### config.mk
export PLATFORM = sky130hd
export DESIGN_NAME = trz_zunit
export DESIGN_NICKNAME = d
export VERILOG_FILES = /design/src/hdl/trz_pkg.sv /design/src/hdl/trz_zunit.sv
export SDC_FILE = /design/constraint.sdc
export NUM_CORES = 1
export LEC_CHECK = 0
export BUFFER_PORTS_ARGS = -buffer_cell sky130_fd_sc_hd__buf_2
export CAP_MARGIN = 20
export CORE_MARGIN = 1.5
export CORE_UTILIZATION = 53
export DETAILED_ROUTE_END_ITERATION = 12
export GPL_TIMING_DRIVEN = 0
export PLACE_DENSITY_LB_ADDON = 0.25
export SYNTH_ARGS = -nofsm -noshare
export SYNTH_HDL_FRONTEND = slang
export SYNTH_SLANG_ARGS = --single-unit
### constraint.sdc
create_clock -name clk -period 13.6 [get_ports clk]
set_input_delay 4.08 -clock clk [delete_from_list [all_inputs] [get_ports clk]]
set_output_delay 4.08 -clock clk [all_outputs]
set_load 0.01 [all_outputs]
### src/hdl/trz_pkg.sv
`timescale 1ns / 1ps
// ----------------------------------------------------------------------------
// trz_pkg
// Shared types and constants of the triangle rasteriser with depth buffer.
// ----------------------------------------------------------------------------
package trz_pkg;

  localparam int SCREEN_WIDTH  = 64;
  localparam int SCREEN_HEIGHT = 64;
  localparam int PIXEL_COUNT   = SCREEN_WIDTH * SCREEN_HEIGHT;
  localparam int ADDR_W        = $clog2(PIXEL_COUNT);

  // Edge function width and width of the weighted depth sum.
  localparam int L_W = 38;
  localparam int N_W = L_W + 18;

  localparam logic [12:0] WRITE_LIMIT = 13'd4096;
  localparam logic [15:0] FAR_DEPTH   = 16'hFFFF;

  localparam logic [1:0] OP_DRAW  = 2'd0;
  localparam logic [1:0] OP_CLEAR = 2'd1;
  localparam logic [1:0] OP_READ  = 2'd2;
  localparam logic [1:0] OP_NONE  = 2'd3;

  localparam logic REG_CLEAR_COLOR = 1'b0;
  localparam logic REG_WIREFRAME   = 1'b1;

  typedef struct packed {
    logic [1:0]         op;
    logic signed [15:0] v0_x;
    logic signed [15:0] v0_y;
    logic signed [15:0] v1_x;
    logic signed [15:0] v1_y;
    logic signed [15:0] v2_x;
    logic signed [15:0] v2_y;
    logic [15:0]        v0_depth;
    logic [15:0]        v1_depth;
    logic [15:0]        v2_depth;
    logic [31:0]        tri_color;
    logic [11:0]        read_index;
  } cmd_t;

  typedef struct packed {
    logic [31:0] pixel_color;
    logic [15:0] pixel_depth;
    logic [12:0] pixels_written;
    logic        degenerate;
  } result_t;

  typedef struct packed {
    logic              wr_color;
    logic              wr_depth;
    logic [ADDR_W-1:0] addr;
    logic [31:0]       color;
    logic [15:0]       depth;
  } mem_wr_t;

  typedef struct packed {
    logic               active;
    logic               last;
    logic signed [15:0] x;
    logic signed [15:0] y;
  } line_pt_t;

endpackage

### src/hdl/trz_zunit.sv
`timescale 1ns / 1ps
// ----------------------------------------------------------------------------
// trz_zunit
// Serial depth interpolator: bit-serial weighted sum, then restoring divide
// by the triangle area.
// ----------------------------------------------------------------------------
module trz_zunit (
  input  logic                            clk,
  input  logic                            rst,
  input  logic                            start,
  input  logic signed [trz_pkg::L_W-1:0]  l0,
  input  logic signed [trz_pkg::L_W-1:0]  l1,
  input  logic signed [trz_pkg::L_W-1:0]  l2,
  input  logic signed [trz_pkg::L_W-1:0]  area,
  input  logic [15:0]                     d0,
  input  logic [15:0]                     d1,
  input  logic [15:0]                     d2,
  output logic                            done,
  output logic [15:0]                     z
);
  import trz_pkg::*;

  typedef enum logic [1:0] {Z_IDLE, Z_MUL, Z_DIV} zstate_t;

  zstate_t        zs;
  logic [3:0]     cnt;
  logic [L_W-1:0] m0, m1, m2, dv;
  logic [15:0]    dr0, dr1, dr2;
  logic [N_W-1:0] acc, dsh, addend;
  logic           neg;

  assign neg = area[L_W-1];

  always_comb begin
    addend = '0;
    if (dr0[cnt]) addend = addend + N_W'(m0);
    if (dr1[cnt]) addend = addend + N_W'(m1);
    if (dr2[cnt]) addend = addend + N_W'(m2);
  end

  always_ff @(posedge clk) begin
    if (rst) begin
      zs   <= Z_IDLE;
      done <= 1'b0;
    end else begin
      done <= 1'b0;
      case (zs)
        Z_IDLE: begin
          if (start) begin
            m0  <= neg ? L_W'(-l0) : L_W'(l0);
            m1  <= neg ? L_W'(-l1) : L_W'(l1);
            m2  <= neg ? L_W'(-l2) : L_W'(l2);
            dv  <= neg ? L_W'(-area) : L_W'(area);
            dr0 <= d0;
            dr1 <= d1;
            dr2 <= d2;
            acc <= '0;
            cnt <= 4'd15;
            zs  <= Z_MUL;
          end
        end
        Z_MUL: begin
          acc <= (acc << 1) + addend;
          if (cnt == 4'd0) begin
            cnt <= 4'd15;
            dsh <= N_W'(dv) << 15;
            zs  <= Z_DIV;
          end else begin
            cnt <= cnt - 4'd1;
          end
        end
        Z_DIV: begin
          if (acc >= dsh) begin
            acc <= acc - dsh;
            z   <= {z[14:0], 1'b1};
          end else begin
            z   <= {z[14:0], 1'b0};
          end
          dsh <= dsh >> 1;
          if (cnt == 4'd0) begin
            done <= 1'b1;
            zs   <= Z_IDLE;
          end else begin
            cnt <= cnt - 4'd1;
          end
        end
        default: zs <= Z_IDLE;
      endcase
    end
  end

endmodule

* Yosys cells after proc, flatten, opt, wreduce, memory -nomap -nowiden *
Index checks and enable logic that the tools add are counted.

storage, ports and cells
  memory bits (writable) = 0
  memories kept = 0
  input bits = 203
  ROM bits = 0
  output and inout port bits = 17
  bits in latches = 0
  register bits = 335

cells by class
  mux-type cells = 28
  bitwise operators = 2
  $mul = 0
  shifts and indexed selects = 0
  $lt $le $gt $ge = 2
  eq/ne operators = 7
  divide/modulo/power cells = 0
  $add $sub $neg = 9
  reduce and logical (&&, ||, !) cells = 11

operators with widths
  cell                                                  number
  2-to-1 mux 56 bit                                     5
  one-hot mux 56 bit (3 select lines)                   1
  2-to-1 mux 38 bit                                     4
  negator 38 bit                                        4
  adder 56 x 38 -> 56 bit                               2
  one-hot mux 56 bit (2 select lines)                   1
  adder 56 bit                                          1
  >= comparator 56 bit                                  1
  subtractor 56 bit                                     1
  2-to-1 mux 37 bit                                     1
  binary-select mux 1 bit (select 4 bit)                3
  2-to-1 mux 4 bit                                      3
  one-hot mux 4 bit (3 select lines)                    1
  inequality test 2 bit (second input constant)         5
  AND reduction 3 bit                                   3
  AND reduction 4 bit                                   2
  2-to-1 mux 2 bit                                      3
  one-hot mux 2 bit (3 select lines)                    1
  < comparator 4 x 5 -> 1 bit (second input constant)   1
  2-to-1 mux 1 bit                                      5
  zero test 4 bit                                       1
  subtractor 4 x 1 -> 4 bit (second input constant)     1
  nonzero test 3 bit                                    1
  equality test 2 x 1 -> 1 bit (second input constant)  1
  6 further kinds                                       7

* Logic depth before layout (Yosys ltp) *
Gate-level depths: netlist (run 1).

  depth after elaboration = 9
  gate-level depth with buffers = 49
  depth with buffers taken out = 43

* Least setup slack after synthesis (run 1) *
Ideal clock, no wire load.

  kind = input-to-reg
  start = input rst
  end = register dr0[0], enable pin
  cell stages on the path = 1
  setup time = 0.586 ns
  arrival = 8.728 ns
  path slack = 4.286 ns
  cells stage by stage = and3b_1

on the way
  longest elaborated chain between the ends = 2

RTL lines
  what                                  line             source
  start, declared                       trz_zunit.sv:9   input logic rst,
  inverter 1 bit (no source line)       --
  AND reduction 3 bit (no source line)  --
  end signal, assigned                  trz_zunit.sv:54  dr0 <= d0;
  end, declared                         trz_zunit.sv:28  logic [15:0] dr0, dr1, dr2;

Every way passes these cells.
A chain may end at the register's enable or synchronous reset.

* Final worst setup path (run 1) *
  start = register cnt[2]
  end = register acc[50] (data pin)

on the way
  longest elaborated chain between the ends = 9
  elaborated cells on any way between the ends = 13

RTL lines
  what                                    line             source
  start, declared                         trz_zunit.sv:26  logic [3:0] cnt;
  start signal, assigned                  trz_zunit.sv:69  cnt <= cnt - 4'd1;
  start signal, assigned                  trz_zunit.sv:84  cnt <= cnt - 4'd1;
  binary-select mux 1 bit (select 4 bit)  trz_zunit.sv:36  if (dr0[cnt]) addend = addend + N_W'(m0);
  2-to-1 mux 1 bit (not written as such)  trz_zunit.sv:36
  2-to-1 mux 38 bit                       trz_zunit.sv:36
  adder 56 x 38 -> 56 bit                 trz_zunit.sv:37  if (dr1[cnt]) addend = addend + N_W'(m1);
  2-to-1 mux 56 bit                       trz_zunit.sv:37
  adder 56 x 38 -> 56 bit                 trz_zunit.sv:38  if (dr2[cnt]) addend = addend + N_W'(m2);
  2-to-1 mux 56 bit *                     trz_zunit.sv:38
  adder 56 bit *                          trz_zunit.sv:63  acc <= (acc << 1) + addend;
  one-hot mux 56 bit (3 select lines) *   trz_zunit.sv:47  case (zs)
  end signal, assigned                    trz_zunit.sv:63
  end signal, assigned                    trz_zunit.sv:74  acc <= acc - dsh;
  end, declared                           trz_zunit.sv:29  logic [N_W-1:0] acc, dsh, addend;

Every way passes the cells marked *; elsewhere a longest branch is shown, timed or not. The select of a mux whose other input is x is not followed.

==> results_dict.tcl, run 1 <==
set metrics [dict create \
    status "complete, no violations" \
    slew_headroom 0.218 \
    yosysSeqAreaShare 0.390 \
    htree_levels 2 \
    crit_top_cell "a21oi_1" \
    syn-cell-area_um2 25500 \
    setup_viol 0 \
    cts_tree "built" \
    max_stage_delay_ns 0.80 \
    gp_congestion 0.974 \
    multi_input_area_um2 14700 \
    ys_types 100 \
    clk_latency_ns 0.56 \
    intPower_w 0.00245 \
    fillers 4012 \
    drt-initial-drc-count 1829 \
    hp-class "register to register" \
    cp.arrival_ns 12.24 \
    power.switching_w 0.00133 \
    clockBufferDepth 3 \
    rows 80 \
    period_needed_ns 11.97 \
    grt_pass1_wl_um 113000 \
    cts_made_buffers 38 \
    cts_hold_buf 0 \
    vias_per_cell 6.07 \
    drv_cap 0 \
    pin_count 220 \
    ys_seq_elements 332 \
    cts_sinks 332 \
    area_growth_pct 13.0 \
    holdWs_ns 0.450 \
    num_vias 21300 \
    clock_power_share 0.281 \
    cp.required_ns 13.87 \
    p_per_area_nw_per_um2 131 \
    root_buffer "clkbuf_16" \
    grt_use_total 0.293 \
    end_kind "register" \
    path_clk_slew_ns 0.06 \
    yosys_warnings 0 \
    grt_overflow_total 0 \
    synthArstFlopShare 0 \
    setup_tns_ns 0 \
    synth_edf_count 329 \
    grt_pass1_vias 20700 \
    antenna_found_initial 6 \
    worstPathMaxFanout 10 \
    combinationalPowerShare 0.395 \
    wirelength_um 73700 \
    final_nets 3245 \
    cp_slowest_cell "a21oi_1" \
    tightest_slew_ns 1.17 \
    die_x_um 222 \
    synthFlopType "edfxtp_1" \
    rsz0062_at_grt "no" \
    numPortBuffers 218 \
    leakage_nw 11.4 \
    die-area_um2 49400 \
    synth.avg_cell_area_um2 9.81 \
    cts_setup_buffers 0 \
    core-area_um2 47500 \
    period_share 0.880 \
    p_sw_frac 0.352 \
    setup.worst_path.class "register to register" \
    drv_slew 0 \
    syn-num-nets 2979 \
    ir_worst_vdd_v 0.0000802 \
    drt-pass1-iter-count 6 \
    drc 0 \
    drive_above_1_share 0.143 \
    fmax_mhz 83.5 \
    crit_path_start_kind "register" \
    antenna_left 0 \
    synth_cells 2599 \
    final-seq-area_um2 9940 \
    start_util 0.536 \
    die_height_um 222 \
    hold_viol 0 \
    pwr-share-seq 0.325 \
    dp_hpwl_um 58400 \
    grt_max_degree 68 \
    detail_route.wl_per_cell_um 21.0 \
    cts_resized 0 \
    fin_skew_ns 0.0132 \
]
## per-layer routing
metal | vias to the layer above | part of all wire | wire [µm] | global-route usage
met3 | 153 | 0.061 | 4480 | 0.0381
met5 | - | 0.00071 | 52 | 0
met2 | 708 | 0.46 | 34100 | 0.484
met1 | 10200 | 0.44 | 32300 | 0.392
li1 | 10200 | - | - | -
met4 | 6 | 0.037 | 2720 | 0.114
## cells in the mapped netlist (36+ instances only)
| master | number | area (µm²) |
|---|---|---|
| and2_1 | 36 | 225 |
| o31ai_1 | 46 | 345 |
| nand2_1 | 196 | 736 |
| a21o_1 | 92 | 691 |
| mux2_2 | 55 | 619 |
| nor2_1 | 159 | 597 |
| o22ai_1 | 37 | 231 |
| ha_1 | 173 | 2160 |
| xor2_1 | 79 | 692 |
| o21ai_0 | 142 | 711 |
| xnor2_1 | 249 | 2180 |
| nand3_1 | 51 | 255 |
| edfxtp_1 | 329 | 9880 |
| inv_1 | 137 | 514 |
| a21oi_1 | 182 | 911 |
| clkbuf_1 | 75 | 282 |
## power by group through the flow
stage          registers (W)  logic (W)  clock network, W
2_1_floorplan        0.00124    0.00109                 0
3_3_place_gp         0.00126    0.00142                 0
3_5_place_dp         0.00125    0.00146                 0
4_1_cts              0.00123    0.00147           0.00107
5_1_grt              0.00123    0.00164           0.00111
6_report             0.00123    0.00149           0.00106
## sequential cells by signal, summed over array words and instances, names as in the netlist
register,cells
m2,38
dv,38
m1,38
dr1,16
dsh,53
acc,56
z,16
dr2,16
dr0,16
done,1
cnt,4
zs,2
m0,38
## cell families after synthesis
kind of cell	share of synthesized area
and+or+nand+nor	0.135
buffers and inverters	0.0352
adders and majority gates	0.0901
muxes	0.0391
xor gates and xnor gates	0.113
DFF	0.390
AOI/OAI and AO/OA	0.198
## final timing paths
| check | startpoint | endpoint | slack, ns | depth (start not counted) |
|---|---|---|---|---|
| worst max register to register | cnt[2] | acc[50] | 1.63 | 43 |
| worst min register to register | z[13] | z[14] | 0.45 | 0 |
| worst min-delay path | z[13] | z[14] | 0.45 | 0 |
| worst max-delay path | cnt[2] | acc[50] | 1.63 | 43 |
## layout make-up
type                    count  share of cell area
clock buffers              45              0.0347
flip-flops and latches    332               0.345
repair buffers            226              0.0434
well taps                 615              0.0267
multi-input cells        2035               0.509
inverters                 138              0.0180
diodes                      3            0.000261
clock inverters            22             0.00934
plain buffers              94              0.0132
## worst max-delay path, delay by kind of cell, from the launching register on
family                   cells  cell delay, ns
adder cells (fa/ha/maj)      4            1.24
flip-flops                   1            0.55
multiplexers                 1            0.29
buffers and inverters        5            1.92
AND/OR/NAND/NOR             10            2.43
XOR/XNOR                     3            0.45
AO/OA/AOI/OAI               20            4.77
## placed cells by master, fill, tap and decap left out, types with 46 or more instances in the layout
cell	n
o31ai_1	46
nand2_1	196
buf_2	224
ha_1	173
nand3_1	51
a21oi_1	182
xor2_1	79
nor2_1	159
inv_1	137
clkbuf_1	81
o21ai_0	142
mux2_2	55
edfxtp_1	329
xnor2_1	249
a21o_1	92
## metrics by stage
| stage | setup WS [ns] | power [W] | cell area [µm²] | std cells | util |
|---|---|---|---|---|---|
| 2_1_floorplan | 4.29 | 0.00233 | 25500 | 2599 | - |
| 3_3_place_gp | 1.86 | 0.00268 | 27300 | 3432 | 0.575 |
| 3_5_place_dp | 1.81 | 0.00271 | 27500 | 3439 | 0.579 |
| 4_1_cts | 1.76 | 0.00377 | 28800 | 3506 | 0.605 |
| 5_1_grt | 0.985 | 0.00398 | 28800 | 3510 | 0.606 |
| 6_report | 1.63 | 0.00378 | 28800 | 3510 | 0.606 |
Note: power is estimated with default switching activity, not from simulation.
==> run 2, diff against run 1 <==
- CORE_UTILIZATION: 53 -> 30
- CTS_BUF_LIST: unset -> sky130_fd_sc_hd__clkbuf_8 sky130_fd_sc_hd__clkbuf_16
==> run 2 against run 1 <==
Against the previous run:
- routed wire length up 5.7%
- hold slack worse by 0.0040 ns
- clock skew up 0.017 ns
- clock power up 10%
==> results_dict.tcl, run 2 (synthesis results as in run 1) <==
set metrics [dict create \
    status "complete, no violations" \
    place_ws_ns 1.94 \
    reg.largest.list "acc: 56 flops, dsh: 53 flops" \
    fin_cells 4040 \
    layout_commonest_cell "edfxtp_1" \
    wirelength_um 77800 \
    tightest_slew_ns 1.13 \
    max_stage_delay_ns 0.82 \
    reg2reg_from "cnt[2]" \
    cp.required_ns 13.89 \
    leakage_nw 11.5 \
    end_kind "register" \
    setup_viol 0 \
    start_util 0.304 \
    grt_overflow_total 0 \
    holdWs_ns 0.446 \
    cts_made_buffers 41 \
    r2r-end "acc[52]" \
    grt_max_degree 62 \
    core-area_um2 83800 \
    final_cell_mix "edfxtp_1, xnor2_1, buf_2, nand2_1, a21oi_1" \
    cts_hold_buf 0 \
    die_height_um 294 \
    cts_sinks 332 \
    drc 0 \
    vias_per_cell 5.11 \
    die-area_um2 86700 \
    clockBufferDepth 3 \
    root_buffer "clkbuf_16" \
    cts_tree "built" \
    num_vias 20600 \
    detail_route.wl_per_cell_um 19.3 \
    path_buf_inv 6 \
    largest-register "acc" \
    drv_slew 0 \
    hp-class "register to register" \
    crit_family "compound AO/OA/AOI/OAI gates" \
    area_growth_pct 16.5 \
    die_x_um 294 \
    met3_length_um 3260 \
    r2r_cells 44 \
    timing.final.ws_setup_ns 1.85 \
    setup_tns_ns 0 \
    ir_worst_vdd_v 0.0000755 \
    ff2ff_setup_slack_ns 1.85 \
    cp.arrival_ns 12.03 \
    worstPathMaxFanout 10 \
    clk_latency_ns 0.59 \
    cp_slowest_cell "a21oi_1" \
    place_inst 3965 \
    crit_path_start_kind "register" \
    dr_wl_met2_um 36000 \
    grt_pass1_vias 20300 \
    drt-initial-drc-count 1187 \
    critPathLaunch "cnt[2]" \
    final_nets 3254 \
    cts_resized 0 \
    fin_util 0.354 \
    rsz0062_at_grt "no" \
    period_needed_ns 11.75 \
    drive_above_1_share 0.148 \
    grt_pass1_wl_um 120000 \
    drv_cap 0 \
    hold_viol 0 \
    fmax_mhz 85.1 \
    p_per_area_nw_per_um2 130 \
    antenna_left 0 \
    largest_reg_flops 56 \
    crit_end "acc[52]" \
    numPortBuffers 218 \
    slew_headroom 0.249 \
    n_antenna_cell 0 \
    htree_levels 2 \
    fin_skew_ns 0.0298 \
    gp_congestion 0.925 \
    period_share 0.864 \
    drt-pass1-iter-count 5 \
    crit_cells 44 \
    cts_setup_buffers 0 \
    antenna_found_initial 7 \
    pin_count 220 \
    dp_hpwl_um 62800 \
    path_clk_slew_ns 0.06 \
    fillers 8724 \
    wl_met1_um 35900 \
    routed.top_layer "met5" \
    grt_use_total 0.179 \
    rows 106 \
    setup.worst_path.class "register to register" \
]
==> run 2: cell types whose count changed in the layout (fill, tap and decap cells not counted), sizes merged <==
| cell | change |
|---|---|
| inv | +4 |
| bufinv | +2 |
| diode | -3 |
| buf | +6 |
| clkbuf | -4 |
| clkinvlp | +1 |
| clkinv | +5 |
==> run 2: layer usage <==
metal,vias up,global-route usage
met1,9758,0.238
met5,-,0
met3,114,0.0216
met2,507,0.299
li1,10200,-
met4,6,0.0586
==> run 2: power breakdown <==
| group | switching (W) | internal, W |
|---|---|---|
| combinational | 0.000849 | 0.000617 |
| sequential | 0.0000282 | 0.00120 |
| clock | 0.000462 | 0.000705 |
==> run 2: worst min-delay path by stage <==
stage,from,to,slack [ns],cells past startpoint
2_1_floorplan,z[9],z[10],0.50,0
3_3_place_gp,z[2],z[3],0.43,0
3_5_place_dp,z[3],z[4],0.43,0
4_1_cts,z[7],z[8],0.45,0
5_1_grt,z[7],z[8],0.46,0
6_report,z[7],z[8],0.45,0
==> run 2: area by class of cell <==
class | count | area [µm²] | area share
multi-input cells | 2035 | 14700 | 0.494
clock buffers | 41 | 1030 | 0.0345
inverters | 138 | 518 | 0.0174
clock inverters | 34 | 398 | 0.0134
well taps | 1134 | 1420 | 0.0478
repair buffers | 232 | 1340 | 0.0452
flip-flops and latches | 332 | 9940 | 0.335
plain buffers | 94 | 379 | 0.0128
==> run 2: through the flow <==
stage / area, µm² / power [W]
finish: 29700 / 0.00386
floorplan: 25500 / 0.00233
global placement: 28000 / 0.00270
global route: 29700 / 0.00409
detailed placement: 28300 / 0.00270
CTS: 29700 / 0.00389
