$ cat src/hdl/trz_pkg.sv
`timescale 1ns / 1ps
// ----------------------------------------------------------------------------
// trz_pkg
// Shared types and constants of the triangle rasteriser with depth buffer.
// ----------------------------------------------------------------------------
package trz_pkg;

  localparam int SCREEN_WIDTH  = 64;
  localparam int SCREEN_HEIGHT = 64;
  localparam int PIXEL_COUNT   = SCREEN_WIDTH * SCREEN_HEIGHT;
  localparam int ADDR_W        = $clog2(PIXEL_COUNT);

  // Edge function width and width of the weighted depth sum.
  localparam int L_W = 38;
  localparam int N_W = L_W + 18;

  localparam logic [12:0] WRITE_LIMIT = 13'd4096;
  localparam logic [15:0] FAR_DEPTH   = 16'hFFFF;

  localparam logic [1:0] OP_DRAW  = 2'd0;
  localparam logic [1:0] OP_CLEAR = 2'd1;
  localparam logic [1:0] OP_READ  = 2'd2;
  localparam logic [1:0] OP_NONE  = 2'd3;

  localparam logic REG_CLEAR_COLOR = 1'b0;
  localparam logic REG_WIREFRAME   = 1'b1;

  typedef struct packed {
    logic [1:0]         op;
    logic signed [15:0] v0_x;
    logic signed [15:0] v0_y;
    logic signed [15:0] v1_x;
    logic signed [15:0] v1_y;
    logic signed [15:0] v2_x;
    logic signed [15:0] v2_y;
    logic [15:0]        v0_depth;
    logic [15:0]        v1_depth;
    logic [15:0]        v2_depth;
    logic [31:0]        tri_color;
    logic [11:0]        read_index;
  } cmd_t;

  typedef struct packed {
    logic [31:0] pixel_color;
    logic [15:0] pixel_depth;
    logic [12:0] pixels_written;
    logic        degenerate;
  } result_t;

  typedef struct packed {
    logic              wr_color;
    logic              wr_depth;
    logic [ADDR_W-1:0] addr;
    logic [31:0]       color;
    logic [15:0]       depth;
  } mem_wr_t;

  typedef struct packed {
    logic               active;
    logic               last;
    logic signed [15:0] x;
    logic signed [15:0] y;
  } line_pt_t;

endpackage

$ cat src/hdl/trz_line.sv
`timescale 1ns / 1ps
// ----------------------------------------------------------------------------
// trz_line
// Bresenham line stepper, one point per cycle from start to end point.
// ----------------------------------------------------------------------------
module trz_line (
  input  logic               clk,
  input  logic               rst,
  input  logic               start,
  input  logic signed [15:0] xs,
  input  logic signed [15:0] ys,
  input  logic signed [15:0] xe,
  input  logic signed [15:0] ye,
  output trz_pkg::line_pt_t  pt
);
  import trz_pkg::*;

  logic               active;
  logic signed [15:0] xa, ya, xb, yb;
  logic signed [17:0] dx, dy;
  logic signed [19:0] err, err_next;
  logic signed [20:0] e2;
  logic               sx, sy, xstep, ystep, last;
  logic signed [17:0] ldx, ldy;

  assign ldx  = {{2{xe[15]}}, xe} - {{2{xs[15]}}, xs};
  assign ldy  = {{2{ye[15]}}, ye} - {{2{ys[15]}}, ys};
  assign last = (xa == xb) && (ya == yb);
  assign e2   = {err, 1'b0};
  assign xstep = e2 >= 21'(dy);
  assign ystep = e2 <= 21'(dx);

  always_comb begin
    err_next = err;
    if (xstep) err_next = err_next + 20'(dy);
    if (ystep) err_next = err_next + 20'(dx);
  end

  assign pt = '{active: active, last: last, x: xa, y: ya};

  always_ff @(posedge clk) begin
    if (rst) begin
      active <= 1'b0;
    end else if (start) begin
      active <= 1'b1;
      xa  <= xs;
      ya  <= ys;
      xb  <= xe;
      yb  <= ye;
      dx  <= ldx[17] ? -ldx : ldx;
      dy  <= ldy[17] ? ldy : -ldy;
      sx  <= ~ldx[17] && (ldx != 18'sd0);
      sy  <= ~ldy[17] && (ldy != 18'sd0);
      err <= 20'(ldx[17] ? -ldx : ldx) + 20'(ldy[17] ? ldy : -ldy);
    end else if (active) begin
      if (last) begin
        active <= 1'b0;
      end else begin
        err <= err_next;
        if (xstep) xa <= sx ? xa + 16'sd1 : xa - 16'sd1;
        if (ystep) ya <= sy ? ya + 16'sd1 : ya - 16'sd1;
      end
    end
  end

endmodule

$ cat config.mk
export PLATFORM = sky130hd
export DESIGN_NAME = trz_line
export DESIGN_NICKNAME = d
export VERILOG_FILES = /design/src/hdl/trz_pkg.sv /design/src/hdl/trz_line.sv
export SDC_FILE = /design/constraint.sdc
export NUM_CORES = 1
export LEC_CHECK = 0
export BUFFER_PORTS_ARGS = -buffer_cell sky130_fd_sc_hd__buf_4
export CAP_MARGIN = 0
export CELL_PAD_IN_SITES_DETAIL_PLACEMENT = 0
export CELL_PAD_IN_SITES_GLOBAL_PLACEMENT = 1
export CORE_MARGIN = 2
export CORE_UTILIZATION = 43
export DETAILED_ROUTE_END_ITERATION = 10
export PLACE_DENSITY = 0.76
export SYNTH_ARGS = -nofsm -noshare
export SYNTH_HDL_FRONTEND = slang
export SYNTH_SLANG_ARGS = --single-unit
$ cat constraint.sdc
create_clock -name clk -period 14.6 [get_ports clk]
set_clock_uncertainty 0.15 [all_clocks]
set_input_delay 0.73 -clock clk [delete_from_list [all_inputs] [get_ports clk]]
set_output_delay 0.73 -clock clk [all_outputs]
set_load 0.05 [all_outputs]
---- Yosys cells after proc, flatten, opt, wreduce, memory -nomap -nowiden ----
Cells that the tools add are included.
cells by class
  reductions and logical operators ........ 12
  equal/unequal tests ..................... 3
  mux-type cells .......................... 22
  $lt $le $gt $ge ......................... 2
  add/sub/neg operators ................... 13
  bitwise logic cells ..................... 3
operators with widths
  cell                                                                   number
  16-bit 2-to-1 mux                                                      10
  20-bit 2-to-1 mux                                                      7
  20-bit by 18-bit adder with 20-bit output                              2
  17-bit negator with 20-bit output                                      2
  17-bit negator with 18-bit output                                      2
  18-bit nonzero test                                                    2
  17-bit 2-to-1 mux                                                      2
  16-bit by 16-bit subtractor with 17-bit output                         2
  16-bit by 2-bit adder with 16-bit output (second input constant)       2
  16-bit equality test                                                   2
  16-bit by 2-bit subtractor with 16-bit output (second input constant)  2
  21-bit by 18-bit >= comparator with 1-bit output                       1
  21-bit by 18-bit less-or-equal comparator with 1-bit output            1
  20-bit adder                                                           1
  4-bit AND reduction                                                    2
  2-bit nonzero test                                                     3
  1-bit logical AND                                                      3
  1-bit 2-to-1 mux                                                       3
  1-bit inverter                                                         3
  3-bit AND reduction                                                    1
  2-bit != test (second input constant)                                  1
  2-bit AND reduction                                                    1
storage, ports and cells
  word-level logic and storage cells ...... 67
  flip-flop bits (word level) ............. 123
  output and inout port bits .............. 34

---- Longest topological paths before layout ----
Gate-level depths: netlist of run 1.
  depth after elaboration ................. 7
  mapped depth ............................ 27
  gate-level depth less buffers ........... 26

---- Worst setup path after synthesis of run 1 ----
Ideal clock, no wire load.
  kind .................................... reg2reg
  from .................................... register dy[1]
  to ...................................... register err[18] (data pin)
  required time ........................... 14.189 ns
  setup time .............................. 0.261 ns
  buffers on the path ..................... 1
  clock period less this slack ............ 6.113 ns
  setup slack ............................. 8.487 ns
  arrival time ............................ 5.702 ns
  cell stages (with the launch flop) ...... 27
  cells stage by stage .................... edfxtp_1 > inv_1 > ha_1 > nor2b_1 > o21a_1 > o21a_1 > o21ai_0 > a21oi_1 > o311ai_0 > a21oi_1 > o31ai_2 > clkbuf_1 > mux2_2 > ha_1 > fa_1 > a21o_1 > a21oi_1 > o21bai_1 > a21o_1 > a21oi_1 > o21ai_0 > a221o_1 > a41oi_1 > mux2i_1 > o2111ai_1 > o21ai_0 > nor4_1
between the ends
  word-level cells in the longest chain between the ends .. 7
  elaborated cells between the ends (all ways) .. 8
  those cells by class .................... add/sub: 2; order compare: 1; mux: 5
RTL lines
  what                                                                                                                  RTL line                        RTL
  from (decl)                                                                                                           trz_line.sv:20                  logic signed [17:0] dx, dy;
  from (signal assigned)                                                                                                trz_line.sv:51                  dy <= ldy[17] ? ldy : -ldy;
  20-bit by 18-bit adder with 20-bit output / 21-bit by 18-bit >= comparator with 1-bit output (equally long branches)  trz_line.sv:35, trz_line.sv:30
  20-bit 2-to-1 mux (*)                                                                                                 trz_line.sv:35                  if (xstep) err_next = err_next + 20'(dy);
  20-bit by 18-bit adder with 20-bit output                                                                             trz_line.sv:36                  if (ystep) err_next = err_next + 20'(dx);
  20-bit 2-to-1 mux (*)                                                                                                 trz_line.sv:36
  20-bit 2-to-1 mux (*)                                                                                                 trz_line.sv:56                  if (last) begin
  20-bit 2-to-1 mux (*)                                                                                                 trz_line.sv:55                  end else if (active) begin
  20-bit 2-to-1 mux (*)                                                                                                 trz_line.sv:44                  end else if (start) begin
  to (signal assigned)                                                                                                  trz_line.sv:54                  err <= 20'(ldx[17] ? -ldx : ldx) + 20'(ldy[17] ? ldy : -ldy);
  to (signal assigned)                                                                                                  trz_line.sv:59                  err <= err_next;
  to (decl)                                                                                                             trz_line.sv:21                  logic signed [19:0] err, err_next;
Mark *: on every way between the ends. The rest lies on a longest branch, timed or not. The select of a mux whose other input is x is not followed.
A chain may end at the register's enable or synchronous reset.

---- Worst setup path after layout of run 1 ----
  from .................................... input ye[0]
  to ...................................... register err[19] (data pin)
between the ends
  word-level cells in the longest chain between the ends .. 5
RTL lines
  what                                                RTL line        RTL
  from (decl)                                         trz_line.sv:13  input logic signed [15:0] ye,
  16-bit by 16-bit subtractor with 17-bit output (*)  trz_line.sv:27  assign ldy = {{2{ye[15]}}, ye} - {{2{ys[15]}}, ys};
  17-bit negator with 20-bit output                   trz_line.sv:54
  20-bit 2-to-1 mux (*)                               trz_line.sv:54
  20-bit adder (*)                                    trz_line.sv:54
  20-bit 2-to-1 mux (*)                               trz_line.sv:44
Mark *: on every way between the ends. The rest lies on a longest branch, timed or not.

==> results.md, run 1 <==
- Result of the run: completed
- Maximum VDD drop: 0.0000939 V
- Number of pins with negative max-slew slack in the final report: 0
- Max Cap Violations: 0
- TritonCTS clock tree: built
- Number of global-route vias before repair: 9,749
- Starting DRT DRC Count: 689
- Port Buffer Count: 100
- Achievable clock frequency: 0.151 GHz
- Total congestion overflow: 0
- Total via count in the routed design: 10,100
- Final setup violation count: 0
- Post-route antenna net violation count: 0
- Worst Setup End Kind: register
- Antenna fix cells: 0
- Proportion of synthesized flip-flops having asynchronous set or reset: 0%
- Footprint of the flip-flops and latches: 3680 um^2
- Unique masters post-synth: 90
- Hold WS: 338 ps
- Flip-flop and latch count after synthesis: 123
- Accumulated negative setup slack: 0 ps
- Internal power summed over all cells: 1490 uW
- Placed instance area: 13,600 um^2
- Worst setup SP type: primary input
- Share of layout cells above drive strength 1: 13.1%
- Clock transition at path regs: 60 ps
- Die span in x: 174 um
- Setup repair after global routing missed its margin: no
- Max-slew headroom: 31.8%
- Number of gates resized after cts: 0
- Area overhead of the layout relative to synthesis: 13.9%
- Crit Path Category: in2reg
- Period minus WS final: 6600 ps
- Chip Height: 174 um
- Total I/O pin count: 101
- Cts-stage hold buffer count: 0
- Number of antenna violations at the first check in global routing: 0
- Critical path's largest stage delay: 600 ps
- Sequential area share after synthesis: 29.5%
- Largest net degree at the start of global routing: 64
- Post-layout instance area: 14,200 um^2
- First drt pass iteration count: 5
- Number of cell rows: 62
- Critical Path AT: 6600 ps
- Buffer depth of the longest clock path: 2
- Detailed-route wire length per cell: 17.5 um
- Wire length of the first global-routing pass: 50,900 um
- Clock network fraction of total power: 16.0%
- Least-Margin Pin Slew: 1020 ps
- Number of enable flip-flop cells after synthesis: 122
- H-tree levels: 4
- Total half-perimeter wirelength after legalization and detailed placement: 25,900 um
- NumNets Final: 1,687
- Cell type of the slowest stage on the worst timing path: o21ai_0
- Routability congestion estimate from global placement: 0.887
- Final routed wirelength across all metal layers: 32,300 um
- DR DRC count: 0
- Sequential fraction of design power: 20.8%
- Die footprint: 30,400 um^2
- Mapped Nets: 1,594
- Gate Count Post-Synth: 1,356
- Post-synthesis average cell area: 9.19 um^2
- Portion of the clock cycle consumed by the worst path in the final layout: 45.2%
- Multi-input logic area: 8140 um^2
- Leakage Power: 0.00621 uW
- Count of filler cells inserted in the layout: 2,686
- CP required: 14,600 ps
- Power spent charging and discharging nets: 1200 uW
- Clk root buf: clkbuf_16
- Worst min-delay path category: in2reg
- Fraction of power spent switching nets: 44.7%
- Clock network latency to the later pin of the worst-skew pair: 430 ps
- Final Hold Viols: 0
- Clock Sinks: 123
- Most common cell on crit path: inv_1
- Via-to-Cell Ratio: 5.48
- GRT Resource Usage Total: 21.1%
- Yosys warning count: 0
- Post-synth top flop: edfxtp_1
- Portion of total power attributed to combinational logic: 63.2%
- Cts bufs inserted: 17
- Total setup buffers inserted after CTS: 0
- Mapped cell area: 12,500 um^2
- Critical path peak fanout: 17
- Power density over cell area: 189 nW/um^2
- Effective utilization at floorplan: 43.5%
- Core box area: 28,600 um^2
[cell usage in the layout (no fill, tap or decap), types with 66 or more instances in the layout]
cell type	instances
a21oi_1	102
buf_4	107
edfxtp_1	122
ha_1	164
inv_1	131
nand2_1	97
nor2_1	68
o21ai_0	73
xnor2_1	82
xor2_1	66
[power groups by stage]
stage | clock network, uW | registers, uW | logic [uW]
after floorplan | 0 | 586 | 1280
after global placement | 0 | 565 | 1660
after detailed placement | 0 | 565 | 1690
after CTS | 436 | 558 | 1700
after global routing | 449 | 567 | 1900
final | 431 | 559 | 1700
[synthesized netlist by cell type, types with 9 or more instances]
cell type	n	area, um^2
ha_1	164	2050
inv_1	131	492
edfxtp_1	122	3660
a21oi_1	102	510
nand2_1	97	364
xnor2_1	82	718
o21ai_0	73	365
nor2_1	69	259
xor2_1	66	578
a21o_1	40	300
nor2b_1	22	138
nor3_1	22	110
o21bai_1	20	150
clkbuf_1	19	71.3
a211oi_1	18	135
and3_1	18	113
nand3_1	18	90.1
o21a_1	18	135
nand2b_1	17	106
nor4_1	17	106
mux2_2	14	158
mux2i_1	14	140
nand4_1	13	81.3
a211o_1	9	78.8
nor3b_1	9	67.6
[path summary, 6_finish.rpt]
check | startpoint | to | slack (ps) | cells after the start
max | ye[0] | err[19]$_DFFE_PP_ | 8000 | 25
min | xe[0] | xb[0]$_DFFE_PP_ | 340 | 1
max reg2reg | dy[1]$_DFFE_PP_ | err[18]$_DFFE_PP_ | 8030 | 26
min reg2reg | active$_SDFF_PP0_ | active$_SDFF_PP0_ | 510 | 3
[cell families after synthesis]
logic type                 count (synthesis)  share of synthesized area, %
adders and majority gates                173                          17.8
DFF                                      123                          29.5
muxes                                     28                          2.39
and+or+nand+nor                          342                          13.9
AOI/OAI and AO/OA                        375                          20.4
xor gates and xnor gates                 149                          10.6
buffers and inverters                    165                          5.36
other                                      1                        0.0301
[stage by stage]
stage               std cells  setup slack, ps  utilization, %  power (uW)
floorplan                1356             8490               -        1860
global placement         1814             7580            47.6        2230
detailed placement       1814             7540            47.6        2250
CTS                      1846             8000            49.6        2690
global route             1846             7480            49.6        2920
finish                   1846             8000            49.6        2690
[sequential cells by signal, summed over array words and instances, names as in the netlist]
register,flops
dx,18
active,1
sy,1
ya,16
yb,16
sx,1
dy,18
xb,16
err,20
xa,16
[layer usage]
metal / track usage (%) / vias up / share of wire [%]
li1: - / 5144 / -
met1: 30.1 / 4715 / 49
met2: 33.6 / 232 / 45
met3: 2.27 / 27 / 4.0
met4: 6.86 / 0 / 2.2
met5: 0 / - / 0
[final cells by class]
type | instances | share of cell area (%)
flip-flops and latches | 123 | 25.9
well taps | 384 | 3.38
multi-input cells | 1068 | 57.3
inverters | 132 | 3.58
clock buffers | 17 | 3.00
repair buffers | 107 | 5.66
clock inverters | 15 | 1.15
[critical path: cells and delay by family]
kind | cells | cell delay [ps]
AOI/OAI and AO/OA | 13 | 3360
xor gates and xnor gates | 1 | 190
adders and majority gates | 4 | 1270
buffers and inverters | 4 | 550
muxes | 1 | 100
and+or+nand+nor | 2 | 410
No activity file was read; power rests on OpenSTA's default activity.
==> run 2: changes to the inputs <==
- clock period: 14.6 -> 6.39 ns (I/O delays scaled with it)
==> results.md, run 2 (synthesis gave the netlist of run 1 again) <==
- Result of the run: completed
- Count of filler cells inserted in the layout: 2,666 (-0.74%)
- Clk root buf: clkbuf_16
- Top layer in use: met4
- Share of layout cells above drive strength 1: 13.4% (+0.30 points)
- Worst min-delay path category: in2reg
- Detailed route wirelength on metal2: 15,000 um (+4.3%)
- Period minus WS final: 6040 ps
- DR DRC count: 0 (unchanged)
- Largest net degree at the start of global routing: 68 (+6.3%)
- Number of antenna violations at the first check in global routing: 0 (unchanged)
- Number of flip-flops in the largest register: 20 (unchanged)
- Buffer depth of the longest clock path: 2 (unchanged)
- Clock transition at path regs: 60 ps (about the same)
- Chip Height: 174 um (unchanged)
- Starting DRT DRC Count: 620 (-10%)
- Reg-to-reg critical path startpoint: dy[1]$_DFFE_PP_
- Power density over cell area: 429 nW/um^2 (+130%)
- Die span in x: 174 um (unchanged)
- Reg-to-reg critical path endpoint: err[18]$_DFFE_PP_
- Effective utilization at floorplan: 43.5% (unchanged)
- Finished Core Util: 51.2% (+1.6 points)
- Die footprint: 30,400 um^2 (unchanged)
- Antenna fix cells: 0 (unchanged)
- Worst reg-to-reg path cell count: 25 (-3.8%)
- Via-to-Cell Ratio: 5.51 (+0.44%)
- Achievable clock frequency: 0.166 GHz
- Total I/O pin count: 101 (unchanged)
- Hold WS: 28.2 ps (-310 ps)
- Final setup violation count: 0 (unchanged)
- Register-to-Register Setup Slack: 390 ps (-7640 ps)
- Clock Sinks: 123 (unchanged)
- Critical Path AT: 5990 ps (-610 ps)
- Core box area: 28,600 um^2 (unchanged)
- GRT Resource Usage Total: 21.8% (+0.62 points)
- First drt pass iteration count: 5 (unchanged)
- Commonest cells after routing, fill and taps aside: ha_1, inv_1, edfxtp_1
- Number of pins with negative max-slew slack in the final report: 0 (unchanged)
- Detailed-route wire length per cell: 17.7 um (+1.1%)
- Port Buffer Count: 100 (unchanged)
- Footprint of the flip-flops and latches: 3680 um^2 (unchanged)
- Routability congestion estimate from global placement: 0.889 (+0.26%)
- Final Power: 6280 uW (+130%)
- Number of cell rows: 62 (unchanged)
- NumNets Final: 1,729 (+2.5%)
- H-tree levels: 4 (unchanged)
- Total half-perimeter wirelength after legalization and detailed placement: 26,700 um (+3.1%)
- Final routed wirelength across all metal layers: 33,400 um (+3.4%)
- Portion of the clock cycle consumed by the worst path in the final layout: 94.5%
- Leakage Power: 0.00640 uW (+3.1%)
- TritonCTS clock tree: built
- Multi-input logic area: 8180 um^2 (+0.54%)
- Critical path peak fanout: 15 (-2)
- Worst setup SP type: primary input
- Max Cap Violations: 0 (unchanged)
- Met3 WL post-DR: 1320 um (+3.5%)
- Number of global-route vias before repair: 9,933 (+1.9%)
- Area overhead of the layout relative to synthesis: 17.5%
- Max-slew headroom: 28.2% (-3.6 points)
- Met1 Routed Length: 16,300 um (+2.2%)
- Biggest regs: err (20), dx (18), dy (18)
- Total congestion overflow: 0 (unchanged)
- Accumulated negative setup slack: 0 ps (unchanged)
- CP required: 6350 ps (-8250 ps)
- Wire length of the first global-routing pass: 52,200 um (+2.6%)
- Crit Path Category: in2reg
- Clock network latency to the later pin of the worst-skew pair: 430 ps (about the same)
- Setup repair after global routing missed its margin: yes
- Cts bufs inserted: 17 (unchanged)
- Termination of the worst setup path: err[16]$_DFFE_PP_
- Post-route antenna net violation count: 0 (unchanged)
- Final cell count without fillers: 1,888 (+2.3%)
- Final Hold Viols: 0 (unchanged)
- Worst setup path startpoint: ye[0]
- Worst Setup End Kind: register
- Most flop-heavy register: err
- Commonest non-fill, non-tap cell in the layout: ha_1
- Cell Count Post-Placement: 1,821 (+0.39%)
- Total via count in the routed design: 10,400 (+2.7%)
- Least-Margin Pin Slew: 1080 ps (+52.8 ps)
- Maximum VDD drop: 0.000217 V (+130%)
run 2: critical path: stages:
cell and delay, ps:
dlygate4sd3_1 550, buf_4 140, inv_1 50, ha_1 160
inv_1 60, fa_1 430, a211oi_4 360, o21ai_0 150
o211ai_1 140, a21boi_1 130, a41oi_2 230, inv_1 100
buf_4 200, nand2_1 90, xnor2_1 260, ha_1 360
o21ai_0 90, nand2_1 110, a21o_1 180, a21o_1 210
a21oi_1 150, o21ai_0 160, a221o_1 370, maj3_2 360
a311oi_2 310, mux2i_1 250, a311oi_1 70
run 2: worst min-delay path by stage:
stage                from           endpoint  slack (ps)  cells after the start
floorplan             rst  active$_SDFF_PP0_         240                      1
global placement    xe[0]    xb[0]$_DFFE_PP_         360                      1
detailed placement  ye[0]    yb[0]$_DFFE_PP_         360                      1
CTS                 xs[4]    xa[4]$_DFFE_PP_          20                      3
global route        xs[4]    xa[4]$_DFFE_PP_          30                      3
finish              xs[4]    xa[4]$_DFFE_PP_          30                      3
run 2: what timing repair did:
| action | 4_1_cts | 5_1_grt |
|---|---|---|
| endpoints found under the hold margin | 33 | 0 |
| buffers inserted | 0 | 2 |
| endpoints found under the setup margin | 0 | 5 |
| hold buffers | 33 | 0 |
| gates resized for setup | 0 | 9 |
run 2: per-stage QoR:
stage	cell area, um^2	setup slack [ps]
2_1_floorplan	12500	277
3_3_place_gp	13700	382
3_5_place_dp	13700	228
4_1_cts	14600	216
5_1_grt	14600	-14.8
6_report	14600	352
run 2: final cells by class:
cell class                      count  share of cell area (%)
Clock buffer                       21                    3.01
Inverter                          132                    3.47
Timing Repair Buffer              149                    8.23
Clock inverter                     11                   0.999
Tap cell                          384                    3.28
Sequential cell                   123                    25.1
Multi-Input combinational cell   1068                    55.9
run 2: layer usage:
metal | global-route usage (%) | up-vias
met1 | 30.3 | 4908
li1 | - | 5226
met2 | 35.2 | 225
met4 | 6.58 | 0
met5 | 0 | -
met3 | 2.76 | 35
run 2: where the power goes:
group	internal [uW]	leakage, uW	switching (uW)
Sequential	1130	0.00116	156
Combinational	1760	0.00496	2250
Clock	613	0.000281	377
